## src/rtl/positional_ordered_list_macros.svh

```systemverilog
// Assertion macros shared by the positional ordered list RTL.
`ifndef POSITIONAL_ORDERED_LIST_MACROS_SVH
`define POSITIONAL_ORDERED_LIST_MACROS_SVH

// Checks a property on every rising clock edge outside reset.
`define POL_ASSERT(lbl, prop, msg) \
  lbl: assert property (@(posedge clk_i) disable iff (!rst_ni) (prop)) else $error(msg);

// Checks that a condition implies a consequence in the same cycle.
`define POL_ASSERT_IMP(lbl, ante, cons, msg) \
  `POL_ASSERT(lbl, (ante) |-> (cons), msg)

`endif

```

## src/rtl/pol_pkg.sv

```systemverilog
// Package with sizes, operation codes and status codes of the positional ordered list.
package pol_pkg;

  localparam int LIST_DEPTH = 64;
  localparam int DATA_WIDTH = 32;
  localparam int ADDR_W     = $clog2(LIST_DEPTH);
  localparam int CNT_W      = $clog2(LIST_DEPTH + 1);
  localparam int POS_W      = 7;
  localparam int CMP_W      = POS_W + 1;

  typedef enum logic [1:0] {
    OP_INSERT = 2'd0,
    OP_DELETE = 2'd1,
    OP_READ   = 2'd2,
    OP_SEARCH = 2'd3
  } op_e;

  typedef enum logic [1:0] {
    STAT_OK    = 2'd0,
    STAT_EMPTY = 2'd1,
    STAT_RANGE = 2'd2,
    STAT_FULL  = 2'd3
  } status_e;

endpackage

```

## src/rtl/pol_ram.sv

```systemverilog
// Generic simple dual-port RAM with one write port and a registered read port.
module pol_ram #(
  parameter int WIDTH = 32,
  parameter int DEPTH = 64,
  localparam int AW = $clog2(DEPTH)
) (
  input  logic             clk_i,
  input  logic             we_i,
  input  logic [AW-1:0]    waddr_i,
  input  logic [WIDTH-1:0] wdata_i,
  input  logic [AW-1:0]    raddr_i,
  output logic [WIDTH-1:0] rdata_o
);

  logic [WIDTH-1:0] mem [DEPTH];

  always_ff @(posedge clk_i) begin
    if (we_i) begin
      mem[waddr_i] <= wdata_i;
    end
    rdata_o <= mem[raddr_i];
  end

endmodule

```

## src/rtl/positional_ordered_list.sv

```systemverilog
// Top level of the positional ordered list: request decode, RAM walk and result register.
`include "positional_ordered_list_macros.svh"

// The list lives in one RAM with a single read port and a single write port, and every
// operation walks it one entry per cycle through that read port. A rejected request
// (bad position, full or empty list) answers in the cycle after it is accepted. A read
// fetches one entry. Insert and delete at position p walk the entries from p to the end
// of the list, and a search walks from the first entry until a match or the end of the
// list. One transaction is in flight at a time, and a new one is taken in the cycle in
// which the previous result is taken. No clearing pass is needed after reset.
module positional_ordered_list import pol_pkg::*; (
  input  logic                         clk_i,
  input  logic                         rst_ni,
  input  logic                         in_valid_i,
  output logic                         in_stall_o,
  input  logic [1:0]                   op_i,
  input  logic [POS_W-1:0]             position_i,
  input  logic signed [DATA_WIDTH-1:0] value_i,
  output logic                         out_valid_o,
  input  logic                         out_stall_i,
  output logic [1:0]                   status_o,
  output logic signed [DATA_WIDTH-1:0] value_out_o,
  output logic [POS_W-1:0]             found_position_o,
  output logic [POS_W-1:0]             count_o,
  output logic                         is_empty_o
);

  localparam logic S_IDLE = 1'b0;
  localparam logic S_WALK = 1'b1;

  logic state_q, state_d;
  logic [CNT_W-1:0] cnt_q, cnt_d;
  logic [CNT_W-1:0] n_q, n_d;
  logic [ADDR_W-1:0] rd_q, rd_d, src_q, src_d, ins_q, ins_d;
  logic rvalid_q, rvalid_d, first_q, first_d;
  op_e op_q, op_d;
  logic [DATA_WIDTH-1:0] val_q, val_d, got_q, got_d;
  logic out_valid_q, out_valid_d;
  status_e status_q, status_d;
  logic [DATA_WIDTH-1:0] vout_q, vout_d;
  logic [POS_W-1:0] fpos_q, fpos_d;

  logic ram_we;
  logic [ADDR_W-1:0] ram_waddr;
  logic [DATA_WIDTH-1:0] ram_wdata, ram_rdata;

  logic accept, match, walk_done;
  op_e in_op;
  logic [CMP_W-1:0] pos_x, cnt_x;

  pol_ram #(
    .WIDTH(DATA_WIDTH),
    .DEPTH(LIST_DEPTH)
  ) u_ram (
    .clk_i  (clk_i),
    .we_i   (ram_we),
    .waddr_i(ram_waddr),
    .wdata_i(ram_wdata),
    .raddr_i(rd_q),
    .rdata_o(ram_rdata)
  );

  assign in_stall_o = (state_q != S_IDLE) || (out_valid_q && out_stall_i);
  assign accept     = in_valid_i && !in_stall_o;
  assign in_op      = op_e'(op_i);
  assign pos_x      = CMP_W'(position_i);
  assign cnt_x      = CMP_W'(cnt_q);

  assign match     = (state_q == S_WALK) && rvalid_q && (op_q == OP_SEARCH) &&
                     (ram_rdata == val_q);
  assign walk_done = (state_q == S_WALK) && (match || ((n_q == '0) && !rvalid_q));

  always_comb begin
    state_d     = state_q;
    cnt_d       = cnt_q;
    n_d         = n_q;
    rd_d        = rd_q;
    src_d       = src_q;
    ins_d       = ins_q;
    rvalid_d    = 1'b0;
    first_d     = first_q;
    op_d        = op_q;
    val_d       = val_q;
    got_d       = got_q;
    out_valid_d = out_valid_q && out_stall_i;
    status_d    = status_q;
    vout_d      = vout_q;
    fpos_d      = fpos_q;
    ram_we      = 1'b0;
    ram_waddr   = ins_q;
    ram_wdata   = val_q;

    unique case (state_q)
      S_IDLE: begin
        if (accept) begin
          op_d    = in_op;
          val_d   = value_i;
          ins_d   = ADDR_W'(position_i - POS_W'(1));
          first_d = 1'b1;
          vout_d  = '0;
          fpos_d  = '0;
          state_d = S_WALK;
          n_d     = CNT_W'(cnt_x - pos_x + CMP_W'(1));
          rd_d    = ADDR_W'(position_i - POS_W'(1));
          unique case (in_op) inside
            OP_INSERT: begin
              rd_d = ADDR_W'(cnt_q - CNT_W'(1));
              if ((position_i == '0) || (pos_x > cnt_x + CMP_W'(1))) begin
                status_d = STAT_RANGE;
                state_d  = S_IDLE;
              end else if (cnt_q >= CNT_W'(LIST_DEPTH)) begin
                status_d = STAT_FULL;
                state_d  = S_IDLE;
              end
            end
            OP_DELETE, OP_READ: begin
              if (in_op == OP_READ) begin
                n_d = CNT_W'(1);
              end
              if (cnt_q == '0) begin
                status_d = STAT_EMPTY;
                state_d  = S_IDLE;
              end else if ((position_i == '0) || (pos_x > cnt_x)) begin
                status_d = STAT_RANGE;
                state_d  = S_IDLE;
              end
            end
            OP_SEARCH: begin
              n_d  = cnt_q;
              rd_d = '0;
            end
            default: ;
          endcase
          if (state_d == S_IDLE) begin
            out_valid_d = 1'b1;
          end
        end
      end
      S_WALK: begin
        if (rvalid_q) begin
          first_d = 1'b0;
          if ((op_q == OP_INSERT) || ((op_q == OP_DELETE) && !first_q)) begin
            ram_we    = 1'b1;
            ram_waddr = (op_q == OP_INSERT) ? src_q + ADDR_W'(1) : src_q - ADDR_W'(1);
            ram_wdata = ram_rdata;
          end
          if (first_q && ((op_q == OP_DELETE) || (op_q == OP_READ))) begin
            got_d = ram_rdata;
          end
        end
        if (walk_done) begin
          state_d     = S_IDLE;
          out_valid_d = 1'b1;
          status_d    = STAT_OK;
          unique case (op_q)
            OP_INSERT: begin
              ram_we    = 1'b1;
              ram_waddr = ins_q;
              ram_wdata = val_q;
              cnt_d     = cnt_q + CNT_W'(1);
            end
            OP_DELETE: begin
              cnt_d  = cnt_q - CNT_W'(1);
              vout_d = got_q;
            end
            OP_READ: begin
              vout_d = got_q;
            end
            OP_SEARCH: begin
              if (match) begin
                fpos_d = POS_W'(src_q) + POS_W'(1);
              end else begin
                status_d = STAT_EMPTY;
              end
            end
            default: ;
          endcase
        end else if (n_q != '0) begin
          rvalid_d = 1'b1;
          src_d    = rd_q;
          rd_d     = (op_q == OP_INSERT) ? rd_q - ADDR_W'(1) : rd_q + ADDR_W'(1);
          n_d      = n_q - CNT_W'(1);
        end
      end
      default: ;
    endcase
  end

  always_ff @(posedge clk_i or negedge rst_ni) begin
    if (!rst_ni) begin
      state_q     <= S_IDLE;
      cnt_q       <= '0;
      rvalid_q    <= 1'b0;
      out_valid_q <= 1'b0;
    end else begin
      state_q     <= state_d;
      cnt_q       <= cnt_d;
      rvalid_q    <= rvalid_d;
      out_valid_q <= out_valid_d;
    end
  end

  always_ff @(posedge clk_i) begin
    n_q      <= n_d;
    rd_q     <= rd_d;
    src_q    <= src_d;
    ins_q    <= ins_d;
    first_q  <= first_d;
    op_q     <= op_d;
    val_q    <= val_d;
    got_q    <= got_d;
    status_q <= status_d;
    vout_q   <= vout_d;
    fpos_q   <= fpos_d;
  end

  assign out_valid_o      = out_valid_q;
  assign status_o         = status_q;
  assign value_out_o      = vout_q;
  assign found_position_o = fpos_q;
  assign count_o          = POS_W'(cnt_q);
  assign is_empty_o       = (cnt_q == '0);

  `POL_ASSERT(a_cnt_bound, cnt_q <= CNT_W'(LIST_DEPTH), "entry count exceeds list depth")
  `POL_ASSERT_IMP(a_idle_no_read, state_q == S_IDLE, !rvalid_q, "read in flight while idle")
  `POL_ASSERT_IMP(a_out_idle, out_valid_q, state_q == S_IDLE, "result pending during a walk")
  `POL_ASSERT(a_ins_count, (walk_done && (op_q == OP_INSERT)) |=>
              (cnt_q == CNT_W'($past(cnt_q) + CNT_W'(1))), "insert did not raise the count")

endmodule
```

## config.mk

```make
export PLATFORM = sky130hd
export DESIGN_NAME = positional_ordered_list
export DESIGN_NICKNAME = d
export VERILOG_FILES = /design/src/rtl/pol_pkg.sv /design/src/rtl/pol_ram.sv /design/src/rtl/positional_ordered_list.sv
export VERILOG_INCLUDE_DIRS = /design/src /design/src/rtl
export SDC_FILE = /design/constraint.sdc
export NUM_CORES = 2
export LEC_CHECK = 0
export BUFFER_PORTS_ARGS = -buffer_cell sky130_fd_sc_hd__buf_2
export CAP_MARGIN = 0
export CORE_AREA = 5 5 430 517
export DETAILED_ROUTE_END_ITERATION = 7
export DIE_AREA = 0 0 435 522
export PLACE_DENSITY_LB_ADDON = 0.05
export SLEW_MARGIN = 20
export SYNTH_ARGS = -nofsm -noshare
export SYNTH_HDL_FRONTEND = slang
export SYNTH_SLANG_ARGS = --single-unit
```

## constraint.sdc

```tcl
create_clock -name clk_i -period 10.3 [get_ports clk_i]
set_input_delay 0.515 -clock clk_i [delete_from_list [all_inputs] [get_ports clk_i]]
set_output_delay 0.515 -clock clk_i [all_outputs]
set_load 0.05 [all_outputs]
```

# [Word-level counts from Yosys, hierarchy flattened]
# Memories as Yosys holds them, arrays and structs flattened. A register that Yosys moved wholly into a read port is not among the register bits.
# Index checks and enable logic that the tools add are counted.
[totals] ff_bits=143 latch_bits=0 ramBits=2048 mem_bits_ro=0 in_bits=45 out_inout_bits=51 elab_cells=157 n_memories=1
[memory_table] memory="u_ram.mem" words=64 word_bits=32 read_ports=1 rd_clocked_by_memory_dff=1 write_ports=1 line="pol_ram.sv:15" rtl="logic [WIDTH-1:0] mem [DEPTH];"
[classes] add_sub_neg=12 mul=0 n_div=0 order_cmp=3 n_eq_ne=18 shifts=0 mux=70 bitwise=2 n_reduce_logical=36
[ops] operator="two-way mux 32 bit" count=8
[ops] operator="one-hot mux 32 bit (2 select lines)" count=1
[ops] operator="two-way mux 6 bit" count=10
[ops] operator="two-way mux 7 bit" count=8
[ops] operator="one-hot mux 7 bit (2 select lines)" count=4
[ops] operator="== test 32 bit" count=1
[ops] operator="two-way mux 1 bit" count=25
[ops] operator="one-hot mux 6 bit (2 select lines)" count=2
[ops] operator="logical NOT 7 bit" count=3
[ops] operator="subtractor 6 x 1 -> 6 bit (second input constant)" count=3
[ops] operator="AND reduction 3 bit" count=5
[ops] operator="adder 7 x 1 -> 7 bit (second input constant)" count=2
[ops] operator="subtractor 7 x 1 -> 7 bit (second input constant)" count=2
[ops] operator="adder 6 x 1 -> 6 bit (second input constant)" count=2
[ops] operator="two-way mux 2 bit" count=6
[ops] operator="inequality test 2 x 1 -> 1 bit (second input constant)" count=5
[ops] operator="logical AND 1 bit" count=9
[ops] operator="adder 7 x 1 -> 8 bit (second input constant)" count=1
[ops] operator="== test 2 bit (second input constant)" count=4
[ops] operator="greater-than comparator 7 x 8 -> 1 bit" count=1
[ops] operator="inequality test 4 bit (second input constant)" count=2
[ops] operator="one-hot mux 1 bit (2 select lines)" count=4
[ops] operator="one-hot mux 2 bit (2 select lines)" count=2
[ops] operator="adder 6 x 1 -> 7 bit (second input constant)" count=1
[ops] operator="16 further kinds" count=30

# [Longest topological paths before layout]
[depth] ltp_word=10 depth_mapped=12 depth_no_buf=12

# [Hierarchy]
# A second synthesis with hierarchy kept.
[unflattened] cells_unflattened=3899 area_unflattened_um2=86040.0
[by_module_without_submodules] module="pol_ram" n_inst=1 cells_per_inst=3324 area_per_inst_um2=78515.3 seq_area_each_um2=62139.6
[by_module_without_submodules] module="positional_ordered_list" n_inst=1 cells_per_inst=575 area_per_inst_um2=7524.7 seq_area_each_um2=4244.1

# [Worst setup path before layout]
# No wires, ideal clock.
[synth_timing] path_type="reg-to-reg" start="register op_q[0]" end="memory u_ram.mem[13][0], enable pin" setup_time_ns=0.461 t_arrival_ns=4.926 required_time_ns=9.839 setup_slack_ns=4.913 path_stages_with_launch=13 path_buffers=1 synth_period_minus_slack_ns=5.387 cell_sequence="edfxtp_1 > inv_1 > ha_1 > inv_1 > ha_1 > a21oi_1 > o211ai_1 > a21oi_1 > xor2_1 > mux2_2 > a21o_1 > clkbuf_1 > nor3_1"
[synth_between] elab_chain_cells=10
[synth_lines] item="start, declared" line="positional_ordered_list.sv:36" rtl="op_e op_q, op_d;"
[synth_lines] item="start signal, assigned" line="positional_ordered_list.sv:209" rtl="op_q <= op_d;"
[synth_lines] item="== test 2 x 1 -> 1 bit" line="positional_ordered_list.sv:142" rtl="if ((op_q == OP_INSERT) || ((op_q == OP_DELETE) && !first_q)) begin"
[synth_lines] item="logical AND 1 bit" line="positional_ordered_list.sv:142"
[synth_lines] item="logical OR 1 bit" line="positional_ordered_list.sv:142"
[synth_lines] item="two-way mux 1 bit" line="positional_ordered_list.sv:142"
[synth_lines] item="two-way mux 1 bit" line="positional_ordered_list.sv:140" rtl="if (rvalid_q) begin"
[synth_lines] item="two-way mux 1 bit" line="positional_ordered_list.sv:155" rtl="unique case (op_q)"
[synth_lines] item="two-way mux 1 bit" line="positional_ordered_list.sv:151" rtl="if (walk_done) begin"
[synth_lines] item="two-way mux 1 bit" line="positional_ordered_list.sv:93" rtl="unique case (state_q)"
[synth_lines] item="two-way mux 1 bit" line="pol_ram.sv:18" rtl="if (we_i) begin"
[synth_lines] item="two-way mux 1 bit (not written as such)" line="pol_ram.sv:19" rtl="mem[waddr_i] <= wdata_i;"
[synth_lines] item="end, declared" line="pol_ram.sv:15"
# Several ways; a longest one is shown, not always the timed one.

# [Final worst setup path]
[layout_timing] start="register state_q" end="memory u_ram.mem[2][13], enable pin"
[layout_between] elab_chain_cells=9
[layout_lines] item="start, declared" line="positional_ordered_list.sv:31" rtl="logic state_q, state_d;"
[layout_lines] item="start signal, assigned" line="positional_ordered_list.sv:196" rtl="state_q <= state_d;"
[layout_lines] item="logical AND 1 bit (3 in series)" line="positional_ordered_list.sv:69" rtl="assign match = (state_q == S_WALK) && rvalid_q && (op_q == OP_SEARCH) &&"
[layout_lines] item="logical OR 1 bit" line="positional_ordered_list.sv:71" rtl="assign walk_done = (state_q == S_WALK) && (match || ((n_q == '0) && !rvalid_q));"
[layout_lines] item="logical AND 1 bit" line="positional_ordered_list.sv:71"
[layout_lines] item="two-way mux 1 bit" line="positional_ordered_list.sv:151"
[layout_lines] item="two-way mux 1 bit" line="positional_ordered_list.sv:93"
[layout_lines] item="two-way mux 1 bit" line="pol_ram.sv:18"
[layout_lines] item="two-way mux 1 bit (not written as such)" line="pol_ram.sv:19"
# Several ways; a longest one is shown, not always the timed one.

==> run summary <==
The run finished with clean final reports. Together, buffers and inverters on the worst path number 2. In the final timing run, aggregate negative setup slack is 0 ns. Setup repair after global routing left no endpoint under its margin. The routed design has 241000 µm of wire. The floorplan step defined a die boundary enclosing 0.227 mm². Counting flops with a built-in enable in the synthesized netlist gives 2181. For the worst-skew pair, the clock arrives at the later sink with an insertion delay of 0.86 ns.

After the first detailed-routing iteration, the DRC count stood at 3978. Once the floorplan was initialized, standard cells occupied 39.6% of the core. The worst register-to-register path has a depth of 8. For the worst setup path, the data required time is 10.79 ns.

After layout, the worst path uses 51.3% of the clock period. The CTS clock-pin slew for the worst setup and hold paths came out at 0.06 ns. The maximum clock skew at final layout is 0.0332 ns.

The post-synth net total is 3745. For this design the static power due to leakage is 0.0306 µW. The number of flip-flops and latches in the synthesized netlist is 2223.

The share of synthesized flip-flops with an asynchronous set or reset is 0.450%. The total of max-cap violations is 0. The initial antenna violation count came out at 31. Data arrives at the worst endpoint at 5.78 ns. The number of global-route vias before repair is 41015. At the pin with the least slew margin, the transition time is 1.21 ns. The gate count of the mapped netlist came out at 3654. Of the total power, the share spent switching nets is 32.6%. The number of failing hold endpoints at the final stage came out at 0. Sequential cells burn 40.8% of the power.

The switching power total is 9070 µW. The depth of the critical timing path with buffers and inverters included is 8. The final design area excluding fillers is 0.0981 mm².

The count of antenna-violating nets left after detailed routing is 0. The first-pass detailed-route iteration total came out at 5. The H-tree was split into 4 levels.

The number of warnings issued by yosys came out at 0. In this run the cell area of the synthesized design comes to 0.0861 mm². The fraction of layout instances using a drive strength above 1 is 31.7%. The power density normalized to cell area is 283 mW/mm². After detailed routing, the number of remaining DRC violations is 0. Combinational logic is responsible for 31.5% of the overall power. The via total after detailed routing is 39378. Summing all placed instances gives a cell area of 0.0909 mm². The floorplan step set the die height to 522 µm. The clock network power share is 27.6%. The worst slew margin relative to its limit is 19.3%. The mean instance size in the synthesized netlist is 23.6 µm². In this run the post-CTS setup repair buffer count came out at 0. The count of input and output buffers came out at 95. The worst setup path is captured at a flop. The final count of negative-setup-slack endpoints came out at 0. Clock tree synthesis selected as its root buffer the cell sky130_fd_sc_hd__clkbuf_16. The number of standard cells in the final layout excluding fillers is 6985. The number of nets in the layout came out at 4038.

The per-cell via count in the routed design is 5.64. The worst setup path is launched from a flop. In this run the worst path has a maximum fanout of 66.

The number of pins exceeding their max-slew limit in the final report came out at 0. Once placement completed, the tool counted placed cells totaling 6544. The number of distinct library cells after synthesis came out at 52. The slowest stage of the critical path is the sky130_fd_sc_hd__dfrtp_2 cell. Counting instances, the worst hold path has a depth of 1. The placer's final routability congestion estimate came out at 0.848. The clock net sink count came out at 2223. Counting stages on the worst path, the most repeated cell is sky130_fd_sc_hd__buf_4.

Counting the buffers created by CTS gives 215. The maximum VDD drop is 277 µV. The clock period minus worst slack came out at 5.29 ns. Summing the sequential cell areas from Yosys gives 77.1% of the chip area. The type of the tightest min-delay check is primary input to flop.

The total grt overflow is 0. The CTS tree is done. For this run, the leading register cell type out of synthesis is sky130_fd_sc_hd__edfxtp_1. The wire-length estimate of the detail-placed layout is 143000 µm. The first global-routing pass estimated 334000 µm of wire. Broken down by cell family, the worst path's largest delay share belongs to simple AND/OR/NAND/NOR gates. In this run the count of I/O pins placed on the die edge is 96. The internal power component came out at 18700 µW. The standard cell core area came out at 0.217 mm². The signal on the critical path passes through nand3_1 -> nor4b_1 -> nand4_1 -> nand2_2 -> mux2i_2 -> buf_4 -> nor3_2 -> buf_4. The category of the critical setup timing path is flop to flop. The total global routing track utilization came out at 21.1%. The maximum clock frequency is 189 MHz. The buffer levels on the longest clock path came out at 3. The worst hold slack across all endpoints came out at 0.0698 ns. The cell row count came out at 188.

The delay of the slowest cell on the worst path came out at 1.09 ns. The x dimension of the die is 435 µm. The average wire per cell in the routed design came out at 34.5 µm.

The synthesis-to-layout area growth came out at 14.0%. Entering global routing, the biggest net connects 138 pins.
==> Yosys cell counts, types with 32 or more instances <==
library cell	number	area share (%)
sky130_fd_sc_hd__buf_2	59	0.34
sky130_fd_sc_hd__clkbuf_1	92	0.40
sky130_fd_sc_hd__nor3_1	71	0.41
sky130_fd_sc_hd__dfxtp_1	32	0.74
sky130_fd_sc_hd__and2_1	35	0.25
sky130_fd_sc_hd__xnor2_1	60	0.61
sky130_fd_sc_hd__edfxtp_1	2181	76
sky130_fd_sc_hd__mux4_2	657	17
sky130_fd_sc_hd__a21oi_1	38	0.22
sky130_fd_sc_hd__ha_1	43	0.63
sky130_fd_sc_hd__nand2_1	46	0.20
sky130_fd_sc_hd__mux2_2	49	0.64
sky130_fd_sc_hd__inv_1	46	0.20
==> final cells by class <==
cell class | instances | area [µm²]
Fill cell | 18073 | 119000
Sequential cell | 2223 | 66400
Multi-Input combinational cell | 1203 | 19200
Clock buffer | 273 | 5670
Tap cell | 2850 | 3570
Timing Repair Buffer | 258 | 1930
Clock inverter | 128 | 1190
Inverter | 46 | 173
Antenna cell | 4 | 10.0
==> power by group through the flow <==
stage | logic (µW) | registers, µW | clock network (µW)
finish | 8770 | 11400 | 7690
CTS | 9000 | 11400 | 7890
floorplan | 5140 | 11500 | 0
global placement | 8840 | 11500 | 0
detailed placement | 8970 | 11500 | 0
global route | 9250 | 11400 | 8280
==> layer usage <==
| metal | share of wire [%] | track usage (%) | vias up |
|---|---|---|---|
| li1 | - | - | 16198 |
| met3 | 5.5 | 3.52 | 247 |
| met4 | 2.4 | 5.26 | 4 |
| met5 | 0.011 | 0 | - |
| met1 | 43 | 29.4 | 21736 |
| met2 | 49 | 35.2 | 1193 |
==> sequential cells by signal, indices dropped and copies added (netlist names), 2 cells and up <==
name / cells
n_q: 7
op_q: 2
val_q: 32
found_position_o: 7
count_o: 7
src_q: 6
rd_q: 6
status_o: 2
ins_q: 6
got_q: 32
value_out_o: 32
u_ram.mem: 2048
u_ram.rdata_o: 32
==> placed cells by master, fill, tap and decap left out, types with 6 or more instances in the layout <==
cell and count:
sky130_fd_sc_hd__a21o_1 8, sky130_fd_sc_hd__a21oi_1 35, sky130_fd_sc_hd__a221oi_1 12, sky130_fd_sc_hd__and2_1 35
sky130_fd_sc_hd__buf_12 9, sky130_fd_sc_hd__buf_2 95, sky130_fd_sc_hd__buf_4 116, sky130_fd_sc_hd__bufinv_16 15
sky130_fd_sc_hd__clkbuf_1 52, sky130_fd_sc_hd__clkbuf_16 216, sky130_fd_sc_hd__clkinv_1 54, sky130_fd_sc_hd__clkinv_16 6
sky130_fd_sc_hd__clkinv_2 41, sky130_fd_sc_hd__dfrtp_1 9, sky130_fd_sc_hd__dfxtp_1 32, sky130_fd_sc_hd__dlygate4sd3_1 36
sky130_fd_sc_hd__edfxtp_1 2181, sky130_fd_sc_hd__ha_1 43, sky130_fd_sc_hd__inv_1 45, sky130_fd_sc_hd__mux2_2 40
sky130_fd_sc_hd__mux2_4 9, sky130_fd_sc_hd__mux2i_1 16, sky130_fd_sc_hd__mux4_2 657, sky130_fd_sc_hd__nand2_1 45
sky130_fd_sc_hd__nand2b_1 6, sky130_fd_sc_hd__nand3_1 15, sky130_fd_sc_hd__nand4_1 13, sky130_fd_sc_hd__nor2_1 29
sky130_fd_sc_hd__nor3_1 7, sky130_fd_sc_hd__nor3_2 64, sky130_fd_sc_hd__o21ai_0 11, sky130_fd_sc_hd__o21ai_1 18
sky130_fd_sc_hd__xnor2_1 60, sky130_fd_sc_hd__xor2_1 12
==> path summary, 6_finish.rpt <==
check | start | to | slack [ns]
max in group asynchronous | rst_ni | state_q$_DFF_PN0_ | 9.92
max | state_q$_DFF_PN0_ | u_ram.mem[2][13]$_DFFE_PP_ | 5.01
min reg2reg | u_ram.rdata_o[9]$_DFF_P_ | got_q[9]$_DFFE_PP_ | 0.48
max reg2reg | state_q$_DFF_PN0_ | u_ram.mem[2][13]$_DFFE_PP_ | 5.01
min | value_i[5] | val_q[5]$_DFFE_PP_ | 0.07
min in group asynchronous | rst_ni | count_o[2]$_DFFE_PN0P_ | 0.10
==> cells by family after synthesis <==
kind of cell    count (synthesis)  synth area share (%)
compound gates                122                 0.880
buf+inv                       228                  1.10
mux                           723                  18.0
xor+xnor                       72                 0.733
fa+ha+maj                      46                 0.695
simple gates                  240                  1.43
flops                        2223                  77.1
==> what timing repair did <==
action	4_1_cts	5_1_grt
hold buffers	36	0
resized for setup	0	0
hold endpoints to repair	44	0
==> through the flow <==
| step | utilization [%] | power, µW | setup slack, ns |
|---|---|---|---|
| after floorplan | - | 16600 | 4.91 |
| after global placement | 41.8 | 20400 | 5.24 |
| after detailed placement | 41.9 | 20500 | 5.08 |
| after CTS | 45.2 | 28200 | 5.02 |
| after global routing | 45.2 | 28900 | 4.69 |
| final | 45.2 | 27800 | 5.01 |
(Power assumes the default switching activity.)
